===== src/rtl/swpn_pkg.sv =====
// ----------------------------------------------------------------------------
// swpn_pkg
// Shared types, constants and helpers for the stereo white/pink noise
// generator.
// ----------------------------------------------------------------------------
package swpn_pkg;

  localparam int PHASE_BITS = 8;
  localparam int BAND_COUNT = 8;
  localparam int PINK_SHIFT = 3;

  localparam int WHITE_W    = 31;
  localparam int SUM_W      = 32;
  localparam int BAND_W     = WHITE_W - PINK_SHIFT;
  localparam int BAND_IDX_W = $clog2(BAND_COUNT);
  localparam int MULT_W     = 16;
  localparam int PROD_W     = WHITE_W + MULT_W;

  localparam logic [MULT_W-1:0]  PM_MULT   = MULT_W'(48271);
  localparam logic [WHITE_W-1:0] SEED_INIT = WHITE_W'(1);

  localparam int S_DATA_W = 64;
  localparam int M_DATA_W = 128;

  typedef enum logic [2:0] {
    ST_IDLE,
    ST_FOLD1,
    ST_MUL2,
    ST_FOLD2,
    ST_HOLD
  } state_t;

  // Controller to datapath commands
  typedef struct packed {
    logic accept;      // capture the input item
    logic mul_en;      // register a generator product
    logic mul_src_nl;  // multiply the first new sample instead of the state
    logic nl_load;     // hold the first folded sample
    logic pink_upd;    // refresh one band per channel and advance the phase
    logic gen_load;    // store the second folded sample as generator state
    logic out_load;    // load the output register
  } cmd_t;

  // Band index: trailing-zero count of the phase, saturated; phase zero uses
  // band zero.
  function automatic logic [BAND_IDX_W-1:0] band_of(input logic [PHASE_BITS-1:0] ph);
    logic [BAND_IDX_W-1:0] b;
    b = BAND_IDX_W'(BAND_COUNT - 1);
    for (int i = BAND_COUNT - 2; i >= 0; i--) begin
      if (i < PHASE_BITS) begin
        if (ph[i]) begin
          b = BAND_IDX_W'(i);
        end
      end
    end
    if (ph == '0) begin
      b = '0;
    end
    return b;
  endfunction

endpackage


===== src/rtl/stereo_white_pink_noise_gen.sv =====
// ----------------------------------------------------------------------------
// stereo_white_pink_noise_gen
// Stereo white and pink noise generator: two chained Park-Miller steps give
// the white samples, an octave band sum per channel gives the pink samples.
// ----------------------------------------------------------------------------
// Sequence: multiply on accept, then FOLD1, MUL2 and FOLD2 (multiply, fold,
//   multiply, fold) on the single shared 31x16 multiplier; the result loads
//   leaving FOLD2, or from HOLD, and only then is a new item taken in IDLE.
// A result waiting on the output does not stop the next item being accepted.
// Reset: synchronous; phase, bands and sums clear, generator state loads 1.
module stereo_white_pink_noise_gen
  import swpn_pkg::*;
(
  input  logic                clk,
  input  logic                rst,
  input  logic                s_tvalid,
  output logic                s_tready,
  // [30:0] white_left_in, [61:31] white_right_in, [63:62] zero
  input  logic [S_DATA_W-1:0] s_tdata,
  output logic                m_tvalid,
  input  logic                m_tready,
  // [31:0] pink_left, [63:32] pink_right, [94:64] white_left,
  // [125:95] white_right, [127:126] zero
  output logic [M_DATA_W-1:0] m_tdata,
  input  logic                seed_we,
  input  logic [WHITE_W-1:0]  seed
);

  cmd_t               cmd;
  logic [SUM_W-1:0]   pink_left, pink_right;
  logic [WHITE_W-1:0] white_left, white_right;

  swpn_ctrl u_ctrl (
    .clk      (clk),
    .rst      (rst),
    .s_tvalid (s_tvalid),
    .s_tready (s_tready),
    .m_tvalid (m_tvalid),
    .m_tready (m_tready),
    .cmd      (cmd)
  );

  swpn_dp u_dp (
    .clk            (clk),
    .rst            (rst),
    .cmd            (cmd),
    .seed_we        (seed_we),
    .seed           (seed),
    .white_left_in  (s_tdata[WHITE_W-1:0]),
    .white_right_in (s_tdata[2*WHITE_W-1:WHITE_W]),
    .pink_left      (pink_left),
    .pink_right     (pink_right),
    .white_left     (white_left),
    .white_right    (white_right)
  );

  assign m_tdata = {2'b00, white_right, white_left, pink_right, pink_left};

endmodule


===== src/rtl/swpn_ctrl.sv =====
// ----------------------------------------------------------------------------
// swpn_ctrl
// Sequencer for one sample tick and owner of the output handshake.
// ----------------------------------------------------------------------------
module swpn_ctrl
  import swpn_pkg::*;
(
  input  logic clk,
  input  logic rst,
  input  logic s_tvalid,
  output logic s_tready,
  output logic m_tvalid,
  input  logic m_tready,
  output cmd_t cmd
);

  state_t state, state_next;
  logic   out_valid, out_valid_next;
  logic   out_free;

  assign out_free = !out_valid || m_tready;
  assign m_tvalid = out_valid;
  assign s_tready = (state == ST_IDLE);

  always_ff @(posedge clk) begin
    if (rst) begin
      state     <= ST_IDLE;
      out_valid <= 1'b0;
    end else begin
      state     <= state_next;
      out_valid <= out_valid_next;
    end
  end

  always_comb begin
    state_next = state;
    cmd        = '0;
    case (state)
      ST_IDLE: begin
        if (s_tvalid) begin
          cmd.accept = 1'b1;
          cmd.mul_en = 1'b1;
          state_next = ST_FOLD1;
        end
      end
      ST_FOLD1: begin
        cmd.nl_load  = 1'b1;
        cmd.pink_upd = 1'b1;
        state_next   = ST_MUL2;
      end
      ST_MUL2: begin
        cmd.mul_en     = 1'b1;
        cmd.mul_src_nl = 1'b1;
        state_next     = ST_FOLD2;
      end
      ST_FOLD2: begin
        cmd.gen_load = 1'b1;
        if (out_free) begin
          cmd.out_load = 1'b1;
          state_next   = ST_IDLE;
        end else begin
          state_next = ST_HOLD;
        end
      end
      ST_HOLD: begin
        // wait for the previous result to be taken
        if (out_free) begin
          cmd.out_load = 1'b1;
          state_next   = ST_IDLE;
        end
      end
      default: begin
        state_next = ST_IDLE;
      end
    endcase
  end

  always_comb begin
    out_valid_next = out_valid;
    if (cmd.out_load) begin
      out_valid_next = 1'b1;
    end else if (m_tready) begin
      out_valid_next = 1'b0;
    end
  end

  a_load_free: assert property (@(posedge clk) disable iff (rst)
    cmd.out_load |-> (!out_valid || m_tready))
    else $error("output loaded over an untaken item");

  a_accept_seq: assert property (@(posedge clk) disable iff (rst)
    (s_tvalid && s_tready) |=> (state == ST_FOLD1))
    else $error("accepted item did not start the sequence");

  a_valid_src: assert property (@(posedge clk) disable iff (rst)
    $rose(m_tvalid) |-> $past(cmd.out_load))
    else $error("result appeared without a load");

  a_no_accept_busy: assert property (@(posedge clk) disable iff (rst)
    (state != ST_IDLE) |-> !cmd.accept)
    else $error("item accepted mid-sequence");

endmodule


===== src/rtl/swpn_dp.sv =====
// ----------------------------------------------------------------------------
// swpn_dp
// Datapath: pink band stores and running sums, shared generator multiplier
// with modulo 2^31-1 fold, and the output register.
// ----------------------------------------------------------------------------
module swpn_dp
  import swpn_pkg::*;
(
  input  logic                clk,
  input  logic                rst,
  input  cmd_t                cmd,
  input  logic                seed_we,
  input  logic [WHITE_W-1:0]  seed,
  input  logic [WHITE_W-1:0]  white_left_in,
  input  logic [WHITE_W-1:0]  white_right_in,
  output logic [SUM_W-1:0]    pink_left,
  output logic [SUM_W-1:0]    pink_right,
  output logic [WHITE_W-1:0]  white_left,
  output logic [WHITE_W-1:0]  white_right
);

  logic [BAND_W-1:0]     left_bands  [BAND_COUNT];
  logic [BAND_W-1:0]     right_bands [BAND_COUNT];
  logic [SUM_W-1:0]      left_sum, right_sum;
  logic [SUM_W-1:0]      left_sum_next, right_sum_next;
  logic [PHASE_BITS-1:0] phase_count;
  logic [WHITE_W-1:0]    gen;
  logic [WHITE_W-1:0]    nl;
  logic [WHITE_W-1:0]    wl_in, wr_in;
  logic [PROD_W-1:0]     prod;
  logic [WHITE_W-1:0]    mul_a;
  logic [SUM_W-1:0]      fold1;
  logic [WHITE_W-1:0]    fold_val;
  logic [BAND_IDX_W-1:0] band;
  logic [BAND_W-1:0]     vl, vr;

  assign band  = band_of(phase_count);
  assign vl    = wl_in[WHITE_W-1:PINK_SHIFT];
  assign vr    = wr_in[WHITE_W-1:PINK_SHIFT];
  assign mul_a = cmd.mul_src_nl ? nl : gen;

  // x mod (2^31-1): add high part onto low part, twice
  assign fold1    = SUM_W'(prod[WHITE_W-1:0]) + SUM_W'(prod[PROD_W-1:WHITE_W]);
  assign fold_val = fold1[WHITE_W-1:0] + WHITE_W'(fold1[WHITE_W]);

  assign left_sum_next  = left_sum - SUM_W'(left_bands[band]) + SUM_W'(vl);
  assign right_sum_next = right_sum - SUM_W'(right_bands[band]) + SUM_W'(vr);

  always_ff @(posedge clk) begin
    if (rst) begin
      phase_count <= '0;
      gen         <= SEED_INIT;
      left_sum    <= '0;
      right_sum   <= '0;
      for (int i = 0; i < BAND_COUNT; i++) begin
        left_bands[i]  <= '0;
        right_bands[i] <= '0;
      end
    end else begin
      if (seed_we) begin
        gen <= seed;
      end else if (cmd.gen_load) begin
        gen <= fold_val;
      end
      if (cmd.pink_upd) begin
        left_sum          <= left_sum_next;
        right_sum         <= right_sum_next;
        left_bands[band]  <= vl;
        right_bands[band] <= vr;
        phase_count       <= phase_count + PHASE_BITS'(1);
      end
    end
  end

  always_ff @(posedge clk) begin
    if (cmd.accept) begin
      wl_in <= white_left_in;
      wr_in <= white_right_in;
    end
    if (cmd.mul_en) begin
      prod <= PROD_W'(mul_a) * PROD_W'(PM_MULT);
    end
    if (cmd.nl_load) begin
      nl <= fold_val;
    end
    if (cmd.out_load) begin
      pink_left   <= left_sum;
      pink_right  <= right_sum;
      white_left  <= nl;
      // straight from the fold when loading in the same cycle as the state
      white_right <= cmd.gen_load ? fold_val : gen;
    end
  end

endmodule


===== config.mk =====
export PLATFORM = sky130hd
export DESIGN_NAME = stereo_white_pink_noise_gen
export DESIGN_NICKNAME = d
export VERILOG_FILES = /design/src/rtl/swpn_pkg.sv /design/src/rtl/stereo_white_pink_noise_gen.sv /design/src/rtl/swpn_ctrl.sv /design/src/rtl/swpn_dp.sv
export SDC_FILE = /design/constraint.sdc
export NUM_CORES = 2
export LEC_CHECK = 0
export BUFFER_PORTS_ARGS = -buffer_cell sky130_fd_sc_hd__buf_2
export CAP_MARGIN = 0
export CORE_UTILIZATION = 43
export CTS_BUF_LIST = sky130_fd_sc_hd__clkbuf_8 sky130_fd_sc_hd__clkbuf_16
export DETAILED_ROUTE_END_ITERATION = 7
export PLACE_DENSITY = 0.57
export SLEW_MARGIN = 30
export SYNTH_ARGS = -nofsm -noshare
export SYNTH_HDL_FRONTEND = slang
export SYNTH_SLANG_ARGS = --single-unit

===== constraint.sdc =====
create_clock -name clk -period 9.6 [get_ports clk]
set_input_delay 0.96 -clock clk [delete_from_list [all_inputs] [get_ports clk]]
set_output_delay 0.96 -clock clk [all_outputs]
set_load 0.02 [all_outputs]

== Yosys cells after proc, flatten, opt, wreduce, memory -nomap -nowiden ==
Memory sizes are Yosys's and may differ from the RTL's.
Index checks and enable logic that the tools add are counted.
Storage, ports and cells
  register bits: 373
  bits in latches: 0
  bits in writable memories: 448
  ROM bits: 0
  input port bits: 100
  output and inout port bits: 130
  logic and storage cells: 75
  memories: 2
Cells by class
  $add $sub $neg: 7
  multiply operators: 1
  div/mod/pow operators: 0
  $lt $le $gt $ge: 0
  equal/unequal tests: 6
  shift-type cells: 0
  muxes and demuxes: 36
  bitwise operators: 0
  reductions and logical operators: 9
Memory list
  u_dp.left_bands: depth 8, bits a word 28, rd ports 1, clocked after memory_dff 0, wr ports 8, line swpn_dp.sv:22  | logic [BAND_W-1:0] left_bands [BAND_COUNT];
  u_dp.right_bands: depth 8, bits a word 28, rd ports 1, clocked after memory_dff 0, wr ports 8, line swpn_dp.sv:23  | logic [BAND_W-1:0] right_bands [BAND_COUNT];
Operator list (count)
  $mux W31: 3
  $add A32 B28 Y32: 2
  $sub A32 B28 Y32: 2
  $mux W28: 2
  $reduce_or A28 Y1: 2
  $mul A31 B16 Y47 const B: 1
  $add A31 B16 Y32: 1
  $add A31 B1 Y31: 1
  $mux W3: 10
  $mux W1: 15
  $pmux W3 S5: 1
  $add A8 B1 Y8 const B: 1
  $logic_not A8 Y1: 1
  $mux W2: 4
  $eq A3 B2 Y1 const B: 2
  $eq A3 B1 Y1 const B: 1
  $eq A3 B3 Y1 const B: 1
  $logic_not A3 Y1: 1
  $ne A2 B1 Y1 const B: 1
  $ne A2 B2 Y1 const B: 1
  $pmux W1 S2: 1
  $reduce_and A2 Y1: 1
  $reduce_bool A2 Y1: 1
  $reduce_or A2 Y1: 1
  2 further kinds: 2

== Longest topological paths before layout ==
An unclocked memory read counts as a cell.
  depth in word-level cells: 11
  depth in mapped cells: 27
  mapped depth without buffers: 24

== Cells and area by module ==
Synthesis repeated with hierarchy kept, for this count alone.
Unflattened totals
  cell total of the unflattened synthesis: 4418
  area total of the unflattened synthesis: 48356.4 um^2
Modules (own cells, without submodules)
  swpn_dp: times used 1, cells an instance 4392, area each 48127.4 um^2, sequential area each 23322.4 um^2
  swpn_ctrl: times used 1, cells an instance 23, area each 210.2 um^2, sequential area each 80.1 um^2
  stereo_white_pink_noise_gen: times used 1, cells an instance 3, area each 18.8 um^2, sequential area each 0.0 um^2

== Worst setup path after synthesis ==
No wires, ideal clock.
  path type: flip-flop to flip-flop
  start: register u_ctrl.state[0]
  end: register u_dp.pink_left[0] (enable)
  setup time: 0.653 ns
  arrival: 7.738 ns
  required time: 8.947 ns
  slack: 1.209 ns
  cell stages (with the launch flop): 8
  path buffers: 3
  clock period less this slack: 8.391 ns
  path through: dfxtp_1 clkbuf_1 nand2_1 nor2_1 clkbuf_1 clkbuf_1 a21oi_1 a21oi_1
RTL lines
  start: declaration: line swpn_ctrl.sv:17  | state_t state, state_next;
  start signal: assignment: line swpn_ctrl.sv:30  | state <= state_next;
  end signal: assignment: line swpn_dp.sv:87  | pink_left <= left_sum;
  end: declaration: line swpn_dp.sv:16  | output logic [SUM_W-1:0] pink_left,

== Final worst setup path ==
  start: register u_ctrl.state[1]
  end: register u_dp.prod[45] (data pin)
Between the ends
  word-level cells in the longest chain between the ends: 4
RTL lines
  $eq A3 B2 Y1: line swpn_ctrl.sv:38  | case (state)
  $mux W1: line swpn_ctrl.sv:38
  $mux W31: line swpn_dp.sv:40  | assign mul_a = cmd.mul_src_nl ? nl : gen;
  $mul A31 B16 Y47: line swpn_dp.sv:81  | prod <= PROD_W'(mul_a) * PROD_W'(PM_MULT);
  end signal: assignment: line swpn_dp.sv:81
  end: declaration: line swpn_dp.sv:30  | logic [PROD_W-1:0] prod;
No other way between the ends.
A chain may end at the register's enable or synchronous reset.

==> out/metrics.json <==
{
  "logic_synthesis": {
    "part_of_the_yosys_area_used_for_sequential_elements_pct": 48.02,
    "post_synth.cell_area_avg_um2": 10.61,
    "synth.yosys.warnings": 0,
    "yosys.area.top_type": "edfxtp_1",
    "synth.cell_area_um2": 48730,
    "synthMostInstantiatedCell": "edfxtp_1",
    "synth_edf_count": 708,
    "ys.flop_type": "edfxtp_1",
    "synthCells": 4592,
    "synth.ff_latch_count": 815,
    "synth-async-reset-ratio_pct": 0,
    "synth_top_area_share_pct": 43.63,
    "synth_commonest_cells": "edfxtp_1 (708), nand2_1 (574), inv_1 (431)",
    "synth.area.top_cells": "edfxtp_1 (44%), fa_1 (9.3%), ha_1 (7.2%)",
    "yosysUniqueCellTypes": 82
  },
  "grt": {
    "grt_max_degree": 207,
    "grt_antenna_before_repair": 8,
    "global_route_wire_length_before_repair_um": 210900,
    "track_usage_pct": 24.17,
    "gr-total-overflow": 0,
    "first_global_vias": 33570
  },
  "placement": {
    "detailed_place_hpwl_um": 93550,
    "detailedPlace.worstSlack_ns": 1.556,
    "routabilityCongestion": 0.8989,
    "placed_area_um2": 51280,
    "number_of_i_o_port_buffers": 219
  },
  "die": {
    "floorplan.rows": 123,
    "core_um2": 112500,
    "die_area_um2": 114700,
    "floorplan.io_pins": 230,
    "die_h_um": 338.7,
    "floorplan.initialDensity_pct": 43.32,
    "die_x_um": 338.7
  },
  "drt": {
    "viasPerCell": 5.601,
    "first_pass_iters": 5,
    "drt_drc_violations_left": 0,
    "dr.first_iter.drc_count": 3252,
    "vias": 35110,
    "totalWireLength_um": 139800,
    "route.antenna.remaining_nets": 0,
    "wire_per_inst_um": 22.30
  },
  "critical_path": {
    "critical_path.cell_chain": "nor3b_2 > buf_4 > mux2i_1 > inv_1 > xnor2_1 > ha_1 > inv_1 > fa_1 > inv_1 > fa_1 > fa_1 > fa_1 > fa_1 > ha_1 > and3_1 > nand2_1 > a211o_1 > o21ai_0 > o21ai_0 > o211ai_1 > a21oi_1 > o31a_1 > o21ai_0 > xor2_1",
    "cpMaxStageDelayCell": "mux2i_1",
    "critical-path-top-cell-by-count": "fa_1",
    "regToRegSetupSlack_ns": 1.57,
    "worst_ep_required_time_ns": 10.03,
    "element_type_at_the_critical_path_start": "flop",
    "critical_path.endpoint": "u_dp.prod[45]",
    "r2r_start": "u_ctrl.state[1]",
    "crit_path_start": "u_ctrl.state[1]",
    "timing.critical_path.to_type": "flop",
    "criticalPathCategory": "reg2reg",
    "arrival_ns": 8.46,
    "critPathMaxFanout": 40,
    "worstRegToRegCells": 24,
    "regToRegEndpoint": "u_dp.prod[45]",
    "timing.critical_path.slowest_cell_delay_ns": 0.62
  },
  "sta": {
    "timing_max_transition_violations_final": 0,
    "max_slew.worst_pin.slew_ns": 1.001,
    "setup_violations": 0,
    "aggregate_negative_setup_slack_ns": 0,
    "slew-limit-headroom_pct": 33.26,
    "worst_slack_ns": 1.569,
    "setup_repair_after_global_routing_missed_its_margin": "false",
    "report.final.hold_viol_count": 0,
    "timing.final.crit_share_pct": 83.65,
    "skew_ns": 0.04680,
    "final.min_clock_period_ns": 8.031,
    "fmaxAchievable_ghz": 0.1245
  },
  "clocking": {
    "cts_buffer_depth": 3,
    "cts_resized": 0,
    "clock_tree.root_cell": "clkbuf_16",
    "cts_setup_buffers": 0,
    "numCtsBuffers": 93,
    "cts_hold_fix_bufs": 0,
    "numClockSinks": 815,
    "cts.reportedPaths.clkPinSlew_ns": 0.06,
    "worst_skew_pair.late_latency_ns": 0.70,
    "htreeDepth": 3,
    "cts_tree": "built"
  },
  "run_status": {
    "status": "complete, no violations"
  },
  "final_layout": {
    "layout.core_utilization_pct": 48.53,
    "num-fill-cells": 10450,
    "post_route_cells_drive_above_1_share_pct": 10.78,
    "area_delta_synth_final_pct": 12.02,
    "diodes": 0,
    "finish.net_count": 5296,
    "finalInstanceArea_um2": 54590
  },
  "hold_path": {
    "hp-start": "s_tdata[21]",
    "min_path_type": "in2reg"
  },
  "job": {
    "cap_viol_max_count": 0
  }
}
[stage by stage]
step	std cells	hold WS (ns)
after floorplan	4593	0.4082
after CTS	6268	0.3804
after global placement	6092	0.4353
after detailed placement	6092	0.4328
final	6269	0.4317
after global routing	6269	0.4090
[logic make-up after synthesis]
group | share of synthesized area, %
fa+ha+maj | 16.62
buf+inv | 5.913
compound gates | 9.369
simple gates | 15.56
other cells | 0.007695
xor+xnor | 3.037
mux | 1.466
flops | 48.02
[worst min-delay path by stage]
stage	endpoint	slack, ns	cells after the start
finish	u_dp.wl_in[21]	0.43	1
global route	u_dp.wl_in[23]	0.41	1
CTS	u_dp.wl_in[24]	0.38	1
detailed placement	u_dp.white_left[23]	0.43	0
global placement	u_dp.white_left[16]	0.44	0
floorplan	u_dp.pink_left[18]	0.41	0
[critical path, delay by kind of cell (launching register included)]
family / cells / cell delay [ns]
buf+inv: 4 / 0.88
mux: 1 / 0.62
flops: 1 / 0.44
compound gates: 7 / 1.81
xor+xnor: 2 / 0.29
simple gates: 3 / 0.50
fa+ha+maj: 7 / 3.20
[flip-flops by register name, summed over array words and instances (netlist names)]
signal and cells:
u_ctrl.m_tvalid 1, u_ctrl.state 3, u_dp.gen 31, u_dp.left_bands 224, u_dp.left_sum 32, u_dp.nl 31
u_dp.phase_count 8, u_dp.pink_left 32, u_dp.pink_right 32, u_dp.prod 47, u_dp.right_bands 224, u_dp.right_sum 32
u_dp.white_left 31, u_dp.white_right 31, u_dp.wl_in 28, u_dp.wr_in 28
[metal layers]
metal  track usage [%]  wire [um]  vias up
met5                 0         27        -
met4             7.108       3786        4
met3             4.262       9673      192
met2             35.68      60830     1051
met1             36.13      65500    17330
li1                  -          -    16530
[cell type report]
class / instances / area (um2) / area share, %
timing repair buffer: 274 / 1598 / 2.927
tap: 1500 / 1877 / 3.438
inverter: 486 / 1827 / 3.346
multi-input combinational: 3018 / 22590 / 41.37
sequential: 815 / 23400 / 42.87
clock inverter: 68 / 767.0 / 1.405
clock buffer: 108 / 2534 / 4.641
[placed cells by master (no fill, tap or decap), drive strengths merged, types with 7 or more instances in the layout]
cell and instances:
edfxtp 708, nand2 574, inv 455, a21oi 371, nor4 335, ha 281, buf 274, fa 227
nor2 198, clkbuf 108, dfxtp 107, nor3 102, xnor2 101, a21o 85, clkinv 82, o21ai 80
and2 74, xor2 68, or4 54, nand3 45, mux2 40, o21a 30, a211oi 28, mux2i 26
and3 23, o21bai 21, a31oi 21, nand4 19, nand2b 18, or3 17, o22ai 15, o211ai 14
nor2b 13, o31ai 13, bufinv 13, nor4b 13, or2 13, nand3b 9, nor3b 7
Power is left out: the tool's default activity adds up to more than one toggle a clock period on the data nets, which glitch-free logic cannot reach.
